### src/hw/rtl/rard_pkg.sv
`timescale 1ns / 1ps
// ----------------------------------------------------------------------------
// rard_pkg: shared types and constants of the RMS-reference apnea detector
// Widths, condition codes, register map and reset values.
// ----------------------------------------------------------------------------
package rard_pkg;

  localparam int WIN_DEPTH  = 64;
  localparam int WIN_AW     = $clog2(WIN_DEPTH);

  localparam int SAMPLE_W   = 16;
  localparam int SUM_W      = 44;
  localparam int CNT_W      = 13;
  localparam int FRAC_W     = 11;
  localparam int LEVEL_W    = 24;
  localparam int COND_W     = 2;
  localparam int MEAN_SHIFT = 16;
  localparam int DIV_W      = SUM_W + MEAN_SHIFT;
  localparam int SQRT_ITERS = DIV_W / 2;
  localparam int SU_W       = DIV_W + 1;
  localparam int MUL_AW     = LEVEL_W;
  localparam int MUL_BW     = SAMPLE_W;
  localparam int PROD_W     = MUL_AW + MUL_BW;
  localparam int FRAC_SHIFT = 10;

  localparam int CFG_DW     = 32;
  localparam int CFG_AW     = 3;

  typedef logic [COND_W-1:0] cond_t;

  localparam cond_t COND_NORMAL = 2'd0;
  localparam cond_t COND_APNEA  = 2'd1;
  localparam cond_t COND_ERROR  = 2'd2;
  localparam cond_t COND_REREF  = 2'd3;

  localparam logic REG_REF_SAMPLES = 1'b0;
  localparam logic REG_ERR_FRAC    = 1'b1;

  localparam logic [CNT_W-1:0]  REF_SAMPLES_RST = 13'd1024;
  localparam logic [FRAC_W-1:0] ERR_FRAC_RST    = 11'd973;
  localparam logic [FRAC_W-1:0] FRAC_ONE        = 11'd1024;

endpackage

### src/hw/rtl/rard_if.sv
`timescale 1ns / 1ps
// ----------------------------------------------------------------------------
// rard_in_if / rard_out_if: sample and result channels
// Valid/ready channels carrying one sample word and one result word.
// ----------------------------------------------------------------------------
interface rard_in_if import rard_pkg::*; ();
  logic                       valid;
  logic                       ready;
  logic signed [SAMPLE_W-1:0] displacement;
  logic                       restart_reference;

  modport source (output valid, output displacement, output restart_reference,
                  input ready);
  modport sink (input valid, input displacement, input restart_reference,
                output ready);
endinterface

interface rard_out_if import rard_pkg::*; ();
  logic  valid;
  logic  ready;
  cond_t condition;
  logic  reference_ready;

  modport source (output valid, output condition, output reference_ready,
                  input ready);
  modport sink (input valid, input condition, input reference_ready,
                output ready);
endinterface

### src/hw/rtl/rms_reference_apnea_detector.sv
`timescale 1ns / 1ps
// ----------------------------------------------------------------------------
// rms_reference_apnea_detector: apnea condition from displacement samples
// Sequenced datapath with one shared subtractor and one shared multiplier.
// ----------------------------------------------------------------------------
// in_ch carries one sample word (displacement, restart_reference); out_ch
// returns one result word (condition, reference_ready) per sample, in order.
// cfg_* is an APB write/read port: reference_samples at 0x0, error_fraction
// at 0x4; write only while no sample is in flight.
// in_ch.ready is high only while the sequencer is idle. Per sample:
//   accumulating, no reference yet: square, accumulate, result register;
//   reference in place: the window scan of one entry per cycle through the
//   single read port of the window memory;
//   sample that forms the reference: square, accumulate, 60-step restoring
//   divide and 30-step square root, both on the shared subtractor, then the
//   error-level multiply on the shared multiplier, then the scan.
// The result sits in an output register, so a new sample is taken while it
// waits. If out_ch stalls and a second result is done, the sequencer holds
// until the output register frees.
// Reset (rst_n low, synchronous) restores register defaults, empties the
// window (read back as zero) and drops any pending result.
// ----------------------------------------------------------------------------
module rms_reference_apnea_detector import rard_pkg::*; (
  input  logic              clk,
  input  logic              rst_n,
  rard_in_if.sink           in_ch,
  rard_out_if.source        out_ch,
  input  logic              cfg_psel,
  input  logic              cfg_penable,
  input  logic              cfg_pwrite,
  input  logic [CFG_AW-1:0] cfg_paddr,
  input  logic [CFG_DW-1:0] cfg_pwdata,
  output logic [CFG_DW-1:0] cfg_prdata,
  output logic              cfg_pready
);

  localparam logic [3:0] S_IDLE = 4'd0;
  localparam logic [3:0] S_SQR  = 4'd1;
  localparam logic [3:0] S_ACC  = 4'd2;
  localparam logic [3:0] S_DIV  = 4'd3;
  localparam logic [3:0] S_SQRT = 4'd4;
  localparam logic [3:0] S_ERRM = 4'd5;
  localparam logic [3:0] S_ERRL = 4'd6;
  localparam logic [3:0] S_SCAN = 4'd7;
  localparam logic [3:0] S_DONE = 4'd8;

  localparam logic [WIN_AW:0]  SCAN_END = (WIN_AW+1)'(WIN_DEPTH);
  localparam logic [WIN_AW-1:0] PTR_LAST = WIN_AW'(WIN_DEPTH - 1);
  localparam logic [5:0]       DIV_LAST = 6'(DIV_W - 1);
  localparam logic [5:0]       SQRT_LAST = 6'(SQRT_ITERS - 1);
  localparam logic [DIV_W-1:0] BIT_INIT = DIV_W'(1) << (2 * SQRT_ITERS - 2);

  logic [3:0]                 state_r, state_nxt;
  logic [CNT_W-1:0]           ref_samples_r;
  logic [FRAC_W-1:0]          err_frac_r;
  logic [WIN_AW-1:0]          ptr_r, ptr_nxt;
  logic [WIN_AW:0]            fill_r, fill_nxt;
  logic [SUM_W-1:0]           sum_r, sum_nxt;
  logic [CNT_W-1:0]           taken_r, taken_nxt;
  logic                       refv_r, refv_nxt;
  logic [LEVEL_W-1:0]         ref_lvl_r, ref_lvl_nxt;
  logic [LEVEL_W-1:0]         err_lvl_r, err_lvl_nxt;
  cond_t                      prev_r, prev_nxt;
  logic signed [SAMPLE_W-1:0] sample_r, sample_nxt;
  logic [PROD_W-1:0]          prod_r;
  logic [CNT_W-1:0]           rem_r, rem_nxt;
  logic [DIV_W-1:0]           work_r, work_nxt;
  logic [DIV_W-1:0]           root_r, root_nxt;
  logic [DIV_W-1:0]           bit_r, bit_nxt;
  logic [5:0]                 iter_r, iter_nxt;
  logic [WIN_AW:0]            scan_idx_r, scan_idx_nxt;
  logic                       pend_r, pend_nxt;
  logic                       ref_hit_r, ref_hit_nxt;
  logic                       err_hit_r, err_hit_nxt;
  cond_t                      res_cond_r, res_cond_nxt;
  logic                       res_rdy_r, res_rdy_nxt;
  logic                       out_valid_r, out_valid_nxt;
  cond_t                      out_cond_r, out_cond_nxt;
  logic                       out_rdy_r, out_rdy_nxt;

  logic signed [SAMPLE_W-1:0] win_mem [WIN_DEPTH];
  logic signed [SAMPLE_W-1:0] rdata_r;
  logic                       rd_ok_r;
  logic [WIN_AW-1:0]          rd_addr;
  logic                       accept;
  logic                       cfg_we;

  // shared multiplier and subtractor
  logic [MUL_AW-1:0]          mul_a;
  logic [MUL_BW-1:0]          mul_b;
  logic [SU_W-1:0]            su_a, su_b;
  logic [SU_W:0]              su_res;
  logic                       su_borrow;
  logic [SU_W-1:0]            su_diff;

  logic [SAMPLE_W-1:0]        mag;
  logic [FRAC_W-1:0]          frac_sat;
  logic [CNT_W-1:0]           target;
  logic [SUM_W-1:0]           sum_add;
  logic [CNT_W-1:0]           taken_inc;
  logic [CNT_W:0]             div_trial;
  logic [DIV_W-1:0]           sqrt_trial;
  logic signed [SAMPLE_W-1:0] scan_smp;
  logic signed [LEVEL_W:0]    scaled;
  logic                       ge_ref, ge_err;
  logic                       hit_ref_all, hit_err_all;
  cond_t                      fin_cond;

  assign accept       = in_ch.valid && in_ch.ready;
  assign in_ch.ready  = (state_r == S_IDLE);
  assign out_ch.valid = out_valid_r;
  assign out_ch.condition = out_cond_r;
  assign out_ch.reference_ready = out_rdy_r;

  assign cfg_pready = 1'b1;
  assign cfg_we     = cfg_psel && cfg_penable && cfg_pwrite;

  always_comb begin
    case (cfg_paddr[2])
      REG_REF_SAMPLES: cfg_prdata = CFG_DW'(ref_samples_r);
      REG_ERR_FRAC:    cfg_prdata = CFG_DW'(err_frac_r);
      default:         cfg_prdata = '0;
    endcase
  end

  assign mag      = sample_r[SAMPLE_W-1] ? SAMPLE_W'(~sample_r + 1'b1) : sample_r;
  assign frac_sat = (err_frac_r > FRAC_ONE) ? FRAC_ONE : err_frac_r;
  assign target   = (ref_samples_r == '0) ? CNT_W'(1) : ref_samples_r;
  assign sum_add  = sum_r + SUM_W'(prod_r[2*SAMPLE_W-1:0]);
  assign taken_inc = taken_r + 1'b1;

  always_comb begin
    if (state_r == S_ERRM) begin
      mul_a = ref_lvl_r;
      mul_b = MUL_BW'(frac_sat);
    end else begin
      mul_a = MUL_AW'(mag);
      mul_b = mag;
    end
  end

  assign div_trial  = {rem_r, work_r[DIV_W-1]};
  assign sqrt_trial = root_r | bit_r;

  always_comb begin
    if (state_r == S_DIV) begin
      su_a = SU_W'(div_trial);
      su_b = SU_W'(taken_r);
    end else begin
      su_a = SU_W'(work_r);
      su_b = SU_W'(sqrt_trial);
    end
  end

  assign su_res    = {1'b0, su_a} - {1'b0, su_b};
  assign su_borrow = su_res[SU_W];
  assign su_diff   = su_res[SU_W-1:0];

  assign rd_addr  = scan_idx_r[WIN_AW-1:0];
  assign scan_smp = rd_ok_r ? rdata_r : '0;
  assign scaled   = {scan_smp[SAMPLE_W-1], scan_smp, 8'b0};
  assign ge_ref   = scaled >= $signed({1'b0, ref_lvl_r});
  assign ge_err   = scaled >= $signed({1'b0, err_lvl_r});
  assign hit_ref_all = ref_hit_r || (pend_r && ge_ref);
  assign hit_err_all = err_hit_r || (pend_r && ge_err);

  always_comb begin
    fin_cond = hit_ref_all ? COND_NORMAL : COND_APNEA;
    if (prev_r == COND_APNEA) begin
      if (!err_hit_r) begin
        fin_cond = COND_ERROR;
      end else if (fin_cond == COND_NORMAL) begin
        fin_cond = COND_REREF;
      end
    end
  end

  always_comb begin
    state_nxt     = state_r;
    ptr_nxt       = ptr_r;
    fill_nxt      = fill_r;
    sum_nxt       = sum_r;
    taken_nxt     = taken_r;
    refv_nxt      = refv_r;
    ref_lvl_nxt   = ref_lvl_r;
    err_lvl_nxt   = err_lvl_r;
    prev_nxt      = prev_r;
    sample_nxt    = sample_r;
    rem_nxt       = rem_r;
    work_nxt      = work_r;
    root_nxt      = root_r;
    bit_nxt       = bit_r;
    iter_nxt      = iter_r;
    scan_idx_nxt  = scan_idx_r;
    pend_nxt      = 1'b0;
    ref_hit_nxt   = ref_hit_r;
    err_hit_nxt   = err_hit_r;
    res_cond_nxt  = res_cond_r;
    res_rdy_nxt   = res_rdy_r;
    out_valid_nxt = out_valid_r && !out_ch.ready;
    out_cond_nxt  = out_cond_r;
    out_rdy_nxt   = out_rdy_r;

    case (state_r)
      S_IDLE: begin
        if (accept) begin
          sample_nxt = in_ch.displacement;
          ptr_nxt    = (ptr_r == PTR_LAST) ? '0 : ptr_r + 1'b1;
          fill_nxt   = (fill_r == SCAN_END) ? fill_r : fill_r + 1'b1;
          scan_idx_nxt = '0;
          ref_hit_nxt  = 1'b0;
          err_hit_nxt  = 1'b0;
          if (in_ch.restart_reference) begin
            refv_nxt  = 1'b0;
            taken_nxt = '0;
            sum_nxt   = '0;
          end
          if (in_ch.restart_reference || !refv_r) begin
            state_nxt = S_SQR;
          end else begin
            state_nxt = S_SCAN;
          end
        end
      end
      S_SQR: begin
        state_nxt = S_ACC;
      end
      S_ACC: begin
        sum_nxt   = sum_add;
        taken_nxt = taken_inc;
        if (taken_inc >= target && taken_inc != '0) begin
          work_nxt  = {sum_add, MEAN_SHIFT'(0)};
          rem_nxt   = '0;
          iter_nxt  = DIV_LAST;
          state_nxt = S_DIV;
        end else begin
          res_cond_nxt = COND_NORMAL;
          res_rdy_nxt  = 1'b0;
          prev_nxt     = COND_NORMAL;
          state_nxt    = S_DONE;
        end
      end
      S_DIV: begin
        rem_nxt  = su_borrow ? div_trial[CNT_W-1:0] : su_diff[CNT_W-1:0];
        work_nxt = {work_r[DIV_W-2:0], !su_borrow};
        iter_nxt = iter_r - 1'b1;
        if (iter_r == '0) begin
          root_nxt  = '0;
          bit_nxt   = BIT_INIT;
          iter_nxt  = SQRT_LAST;
          state_nxt = S_SQRT;
        end
      end
      S_SQRT: begin
        if (!su_borrow) begin
          work_nxt = su_diff[DIV_W-1:0];
          root_nxt = (root_r >> 1) | bit_r;
        end else begin
          root_nxt = root_r >> 1;
        end
        bit_nxt  = bit_r >> 2;
        iter_nxt = iter_r - 1'b1;
        if (iter_r == '0) begin
          ref_lvl_nxt = root_nxt[LEVEL_W-1:0];
          state_nxt   = S_ERRM;
        end
      end
      S_ERRM: begin
        state_nxt = S_ERRL;
      end
      S_ERRL: begin
        err_lvl_nxt  = prod_r[FRAC_SHIFT +: LEVEL_W];
        refv_nxt     = 1'b1;
        scan_idx_nxt = '0;
        ref_hit_nxt  = 1'b0;
        err_hit_nxt  = 1'b0;
        state_nxt    = S_SCAN;
      end
      S_SCAN: begin
        ref_hit_nxt = hit_ref_all;
        err_hit_nxt = hit_err_all;
        if (scan_idx_r != SCAN_END) begin
          scan_idx_nxt = scan_idx_r + 1'b1;
          pend_nxt     = 1'b1;
        end else if (!pend_r) begin
          res_cond_nxt = fin_cond;
          res_rdy_nxt  = 1'b1;
          prev_nxt     = fin_cond;
          state_nxt    = S_DONE;
        end
      end
      S_DONE: begin
        if (!out_valid_r || out_ch.ready) begin
          out_valid_nxt = 1'b1;
          out_cond_nxt  = res_cond_r;
          out_rdy_nxt   = res_rdy_r;
          state_nxt     = S_IDLE;
        end
      end
      default: begin
        state_nxt = S_IDLE;
      end
    endcase
  end

  always_ff @(posedge clk) begin
    if (!rst_n) begin
      state_r       <= S_IDLE;
      ref_samples_r <= REF_SAMPLES_RST;
      err_frac_r    <= ERR_FRAC_RST;
      ptr_r         <= '0;
      fill_r        <= '0;
      sum_r         <= '0;
      taken_r       <= '0;
      refv_r        <= 1'b0;
      ref_lvl_r     <= '0;
      err_lvl_r     <= '0;
      prev_r        <= COND_NORMAL;
      pend_r        <= 1'b0;
      out_valid_r   <= 1'b0;
    end else begin
      state_r     <= state_nxt;
      ptr_r       <= ptr_nxt;
      fill_r      <= fill_nxt;
      sum_r       <= sum_nxt;
      taken_r     <= taken_nxt;
      refv_r      <= refv_nxt;
      ref_lvl_r   <= ref_lvl_nxt;
      err_lvl_r   <= err_lvl_nxt;
      prev_r      <= prev_nxt;
      pend_r      <= pend_nxt;
      out_valid_r <= out_valid_nxt;
      if (cfg_we) begin
        case (cfg_paddr[2])
          REG_REF_SAMPLES: ref_samples_r <= cfg_pwdata[CNT_W-1:0];
          REG_ERR_FRAC:    err_frac_r    <= cfg_pwdata[FRAC_W-1:0];
          default: ;
        endcase
      end
    end
  end

  always_ff @(posedge clk) begin
    sample_r   <= sample_nxt;
    prod_r     <= PROD_W'(mul_a * mul_b);
    rem_r      <= rem_nxt;
    work_r     <= work_nxt;
    root_r     <= root_nxt;
    bit_r      <= bit_nxt;
    iter_r     <= iter_nxt;
    scan_idx_r <= scan_idx_nxt;
    ref_hit_r  <= ref_hit_nxt;
    err_hit_r  <= err_hit_nxt;
    res_cond_r <= res_cond_nxt;
    res_rdy_r  <= res_rdy_nxt;
    out_cond_r <= out_cond_nxt;
    out_rdy_r  <= out_rdy_nxt;
  end

  // window memory: one write port, one registered read port
  always_ff @(posedge clk) begin
    if (accept) begin
      win_mem[ptr_r] <= in_ch.displacement;
    end
    rdata_r <= win_mem[rd_addr];
    rd_ok_r <= (scan_idx_r < fill_r);
  end

endmodule

### src/flat_wrapper.sv
// flat-port wrapper written by rule: the top's interface ports become plain ports
module rms_reference_apnea_detector_flat import rard_pkg::*;
  (clk, rst_n, cfg_psel, cfg_penable, cfg_pwrite, cfg_paddr, cfg_pwdata, cfg_prdata, cfg_pready, in_ch_valid, in_ch_displacement, in_ch_restart_reference, in_ch_ready, out_ch_valid, out_ch_condition, out_ch_reference_ready, out_ch_ready);
  rard_in_if in_ch_i ();
  rard_out_if out_ch_i ();
  input  logic clk;
  input  logic rst_n;
  input  logic cfg_psel;
  input  logic cfg_penable;
  input  logic cfg_pwrite;
  input  logic [CFG_AW-1:0] cfg_paddr;
  input  logic [CFG_DW-1:0] cfg_pwdata;
  output logic [CFG_DW-1:0] cfg_prdata;
  output logic cfg_pready;
  input wire logic [$bits(in_ch_i.valid)-1:0] in_ch_valid;
  input wire logic [$bits(in_ch_i.displacement)-1:0] in_ch_displacement;
  input wire logic [$bits(in_ch_i.restart_reference)-1:0] in_ch_restart_reference;
  output wire logic [$bits(in_ch_i.ready)-1:0] in_ch_ready;
  output wire logic [$bits(out_ch_i.valid)-1:0] out_ch_valid;
  output wire logic [$bits(out_ch_i.condition)-1:0] out_ch_condition;
  output wire logic [$bits(out_ch_i.reference_ready)-1:0] out_ch_reference_ready;
  input wire logic [$bits(out_ch_i.ready)-1:0] out_ch_ready;
  assign in_ch_i.valid = in_ch_valid;
  assign in_ch_i.displacement = in_ch_displacement;
  assign in_ch_i.restart_reference = in_ch_restart_reference;
  assign in_ch_ready = in_ch_i.ready;
  assign out_ch_valid = out_ch_i.valid;
  assign out_ch_condition = out_ch_i.condition;
  assign out_ch_reference_ready = out_ch_i.reference_ready;
  assign out_ch_i.ready = out_ch_ready;
  rms_reference_apnea_detector u_core (.clk(clk), .rst_n(rst_n), .in_ch(in_ch_i), .out_ch(out_ch_i), .cfg_psel(cfg_psel), .cfg_penable(cfg_penable), .cfg_pwrite(cfg_pwrite), .cfg_paddr(cfg_paddr), .cfg_pwdata(cfg_pwdata), .cfg_prdata(cfg_prdata), .cfg_pready(cfg_pready));
endmodule
### config.mk
export PLATFORM = sky130hd
export DESIGN_NAME = rms_reference_apnea_detector_flat
export DESIGN_NICKNAME = d
export VERILOG_FILES = /design/src/hw/rtl/rard_pkg.sv /design/src/hw/rtl/rard_if.sv /design/src/hw/rtl/rms_reference_apnea_detector.sv /design/src/flat_wrapper.sv
export SDC_FILE = /design/constraint.sdc
export NUM_CORES = 2
export LEC_CHECK = 0
export ABC_CLOCK_PERIOD_IN_PS = 10400
export BUFFER_PORTS_ARGS = -buffer_cell sky130_fd_sc_hd__buf_2
export CAP_MARGIN = 15
export CORE_ASPECT_RATIO = 0.75
export CORE_MARGIN = 2
export CORE_UTILIZATION = 64
export DETAILED_ROUTE_END_ITERATION = 10
export HOLD_SLACK_MARGIN = 0.1
export PLACE_DENSITY = 0.81
export SLEW_MARGIN = 20
export SYNTH_ARGS = -nofsm -noshare
export SYNTH_HDL_FRONTEND = slang
export SYNTH_SLANG_ARGS = --single-unit
### constraint.sdc
create_clock -name clk -period 10.4 [get_ports clk]
set_input_delay 2.08 -clock clk [delete_from_list [all_inputs] [get_ports clk]]
set_output_delay 2.08 -clock clk [all_outputs]
set_load 0.02 [all_outputs]
==> flow_summary.toml <==
[sta]
fin_skew_ps = 44.0
slew_violations = 0
rsz0062_at_grt = "no"
setup_ws_ps = 1190
fmaxAchievable_ghz = 0.109
finalHoldViolations = 0
tns_ps = 0
max_slew_margin_pct = 17.1
period_share_pct = 88.6
finalCriticalPeriod_ps = 9210
setup_viol = 0
tightest_slew_ps = 1230

[cts]
clockBufferDepth = 3
clkTransAtPathRegs_ps = 70
post_cts_buffers = 0
cts_sinks = 1425
cts_hold_buf = 0
insertion_delay_ps = 790
cts-buffers-inserted = 135
htreeDepth = 4
root_buffer = "clkbuf_16"
cts_tree = "built"
cts_resized = 0

[setup_path]
cp-start-kind = "register"
critPathMaxStageDelay_ps = 900
critPathRequiredTime_ps = 11060
crit_family = "adder cells"
reg2regPathDepth = 26
r2r-end = "u_core.prod_r[30]"
cp_max_fo = 24
reg2reg_slack_ps = 1190
crit_path_end_kind = "register"
cp_data_arrival_time_ps = 9870
cpMostUsedCell = "fa_1"
crit_type = "reg -> reg"
worstSetupStartpoint = "u_core.state_r[0]"
regToRegStartpoint = "u_core.state_r[0]"
cp_num_buf_inv = 4
slowest_stage = "nand2b_1"

[routing]
avgRoutedWirePerCell_um = 28.6
drc = 0
drt_wl_total_um = 205000
via_count = 48000
final_antenna_net_count = 0
dr.pass1.iters = 8
routed_via_density = 6.71
drt_iter0_markers = 7325

[floorplanning]
core-area_um2 = 114000
fp-row-count = 107
io_pins = 97
die_x_um = 394
initial_utilization_pct = 64.5
die_h_um = 297
die_area_um2 = 117000

[final_layout]
drive_gt1_share_pct = 13.8
final_cells = 7150
final_common_cell = "edfxtp_1"
n_fill_cell = 7298
final_cell_mix = "edfxtp_1, nand2_1, inv_1"
area_growth_pct = 9.13
fin_nets = 6100

[synthesis]
netlist_instances = 5423
synth_ff_type = "edfxtp_1"
synth-edff-count = 1223
ys_seq_elements = 1425
synth_warnings = 0
synthDistinctLibCells = 87
synth_area_um2 = 73200
ys_seq_area_share_pct = 55.7
syn_avg_cell_area_um2 = 13.5
async_flop_share_pct = 0

[global_route]
grt_pass1_wl_um = 305000
grt_pass1_vias = 47200
track_usage_pct = 35.3
antenna_found_initial = 11
grt_max_degree = 115
grt-ovfl-total = 0

[worst_hold_path]
holdPathStages = 0
worstHoldStart = "u_core.res_cond_r[1]"
hold_class = "reg -> reg"
min_to = "u_core.out_ch.condition[1]"

[placed_design]
dp_hpwl_um = 130000
pre_cts_ws_ps = 1530
gp_congestion = 0.964
dp.cells = 6897
io_buffers = 55

[flow_run]
maxCapViolations = 0

[status]
run_status = "complete, no violations"
-- cells by family after synthesis --
| logic type | Yosys count | synth area share (%) |
|---|---|---|
| other cells | 2 | 0.0103 |
| compound gates | 833 | 7.33 |
| simple gates | 1369 | 8.32 |
| flops | 1425 | 55.7 |
| mux | 356 | 10.6 |
| buf+inv | 742 | 3.94 |
| xor+xnor | 165 | 1.97 |
| fa+ha+maj | 531 | 12.1 |
-- how the worst max path moves through the flow --
stage                              endpoint  slack [ps]  cells past startpoint
after floorplan           u_core.prod_r[30]        2680                     28
after CTS                 u_core.prod_r[30]        1380                     26
final                     u_core.prod_r[30]        1190                     26
after detailed placement  u_core.prod_r[30]        1530                     26
after global placement    u_core.prod_r[30]        1680                     26
after global routing      u_core.prod_r[30]         930                     26
-- per-layer routing --
layer / routed length, um / share of wire (%) / up-vias / GRT usage, %
met5: 65 / 0.032 / - / 0
met4: 6430 / 3.1 / 10 / 10.8
met3: 31900 / 16 / 500 / 12.2
met2: 89300 / 44 / 3725 / 50.5
met1: 77200 / 38 / 23900 / 51.5
li1: - / - / 19900 / -
-- Yosys cell counts, types with 6 or more instances --
master,number,area share [%]
a21o_1,86,0.88
a22o_1,29,0.35
nand2b_1,23,0.20
nand2_1,566,2.9
buf_4,22,0.23
nor2_1,399,2.0
or3_1,31,0.26
o21ai_1,9,0.062
a22oi_1,24,0.25
buf_1,40,0.21
clkbuf_1,223,1.1
a211oi_1,17,0.17
nor2b_1,23,0.20
nor4_1,16,0.14
fa_1,295,8.1
xnor2_1,97,1.2
a21oi_1,255,1.7
xor2_1,68,0.81
o211ai_1,17,0.17
nand3b_1,8,0.082
nor3_1,40,0.27
and4_1,6,0.072
o221ai_1,33,0.39
o22ai_1,6,0.051
dfxtp_1,202,5.5
a31oi_1,35,0.30
o21bai_1,25,0.26
o31ai_1,17,0.17
inv_1,448,2.3
o21a_1,31,0.32
edfxtp_1,1223,50
and3_1,61,0.52
and2_1,79,0.68
nand3_1,58,0.40
a211o_1,14,0.17
or2_2,7,0.060
o21ai_0,173,1.2
ha_1,236,4.0
nand4_1,31,0.26
mux4_2,336,10
mux2i_1,18,0.25
-- final cells by class --
cell class                 count  area, um2  share of cell area, %
sequential                  1425      40800                   51.0
clock inverter                68        656                  0.821
antenna                        6       15.0                 0.0188
clock buffer                 177       3650                   4.57
inverter                     451       1690                   2.12
tap                         1526       1910                   2.39
multi-input combinational   3303      29800                   37.3
timing repair buffer         194       1360                   1.71
-- worst reg2reg max path, cell delays in order, from the launching register on --
cell and delay (ps):
dfxtp_1 660, nor2b_1 430, nand2_2 380, a21oi_1 720, nand2b_1 900, nor2_1 220, fa_1 590, inv_1 50
fa_1 460, fa_1 520, inv_1 60, fa_1 490, fa_1 490, inv_1 50, fa_1 490, inv_1 60
ha_1 350, and4_1 220, nand2_1 100, or3_1 450, a31oi_1 420, o211ai_1 160, o211ai_1 150, o41a_1 270
a21o_1 170, a21oi_1 100, xnor2_1 150
-- flip-flops by register name, indices dropped and copies added (netlist names), 16 cells and up --
name,count
u_core.win_mem,1024
u_core.ref_lvl_r,24
u_core.bit_r,30
u_core.root_r,59
u_core.sum_r,44
u_core.sample_r,16
u_core.err_lvl_r,24
u_core.prod_r,34
u_core.rdata_r,16
u_core.work_r,60
-- per-stage QoR --
step                utilization, %  area [um2]  hold WS (ps)
floorplan                        -       73400           400
global placement              66.5       75500           407
detailed placement            66.5       75500           413
CTS                           70.3       79800           434
global route                  70.3       79900           456
finish                        70.3       79900           445
Power is not shown: default switching activity piles up to over one toggle a cycle in this logic, so the estimate is an artifact.
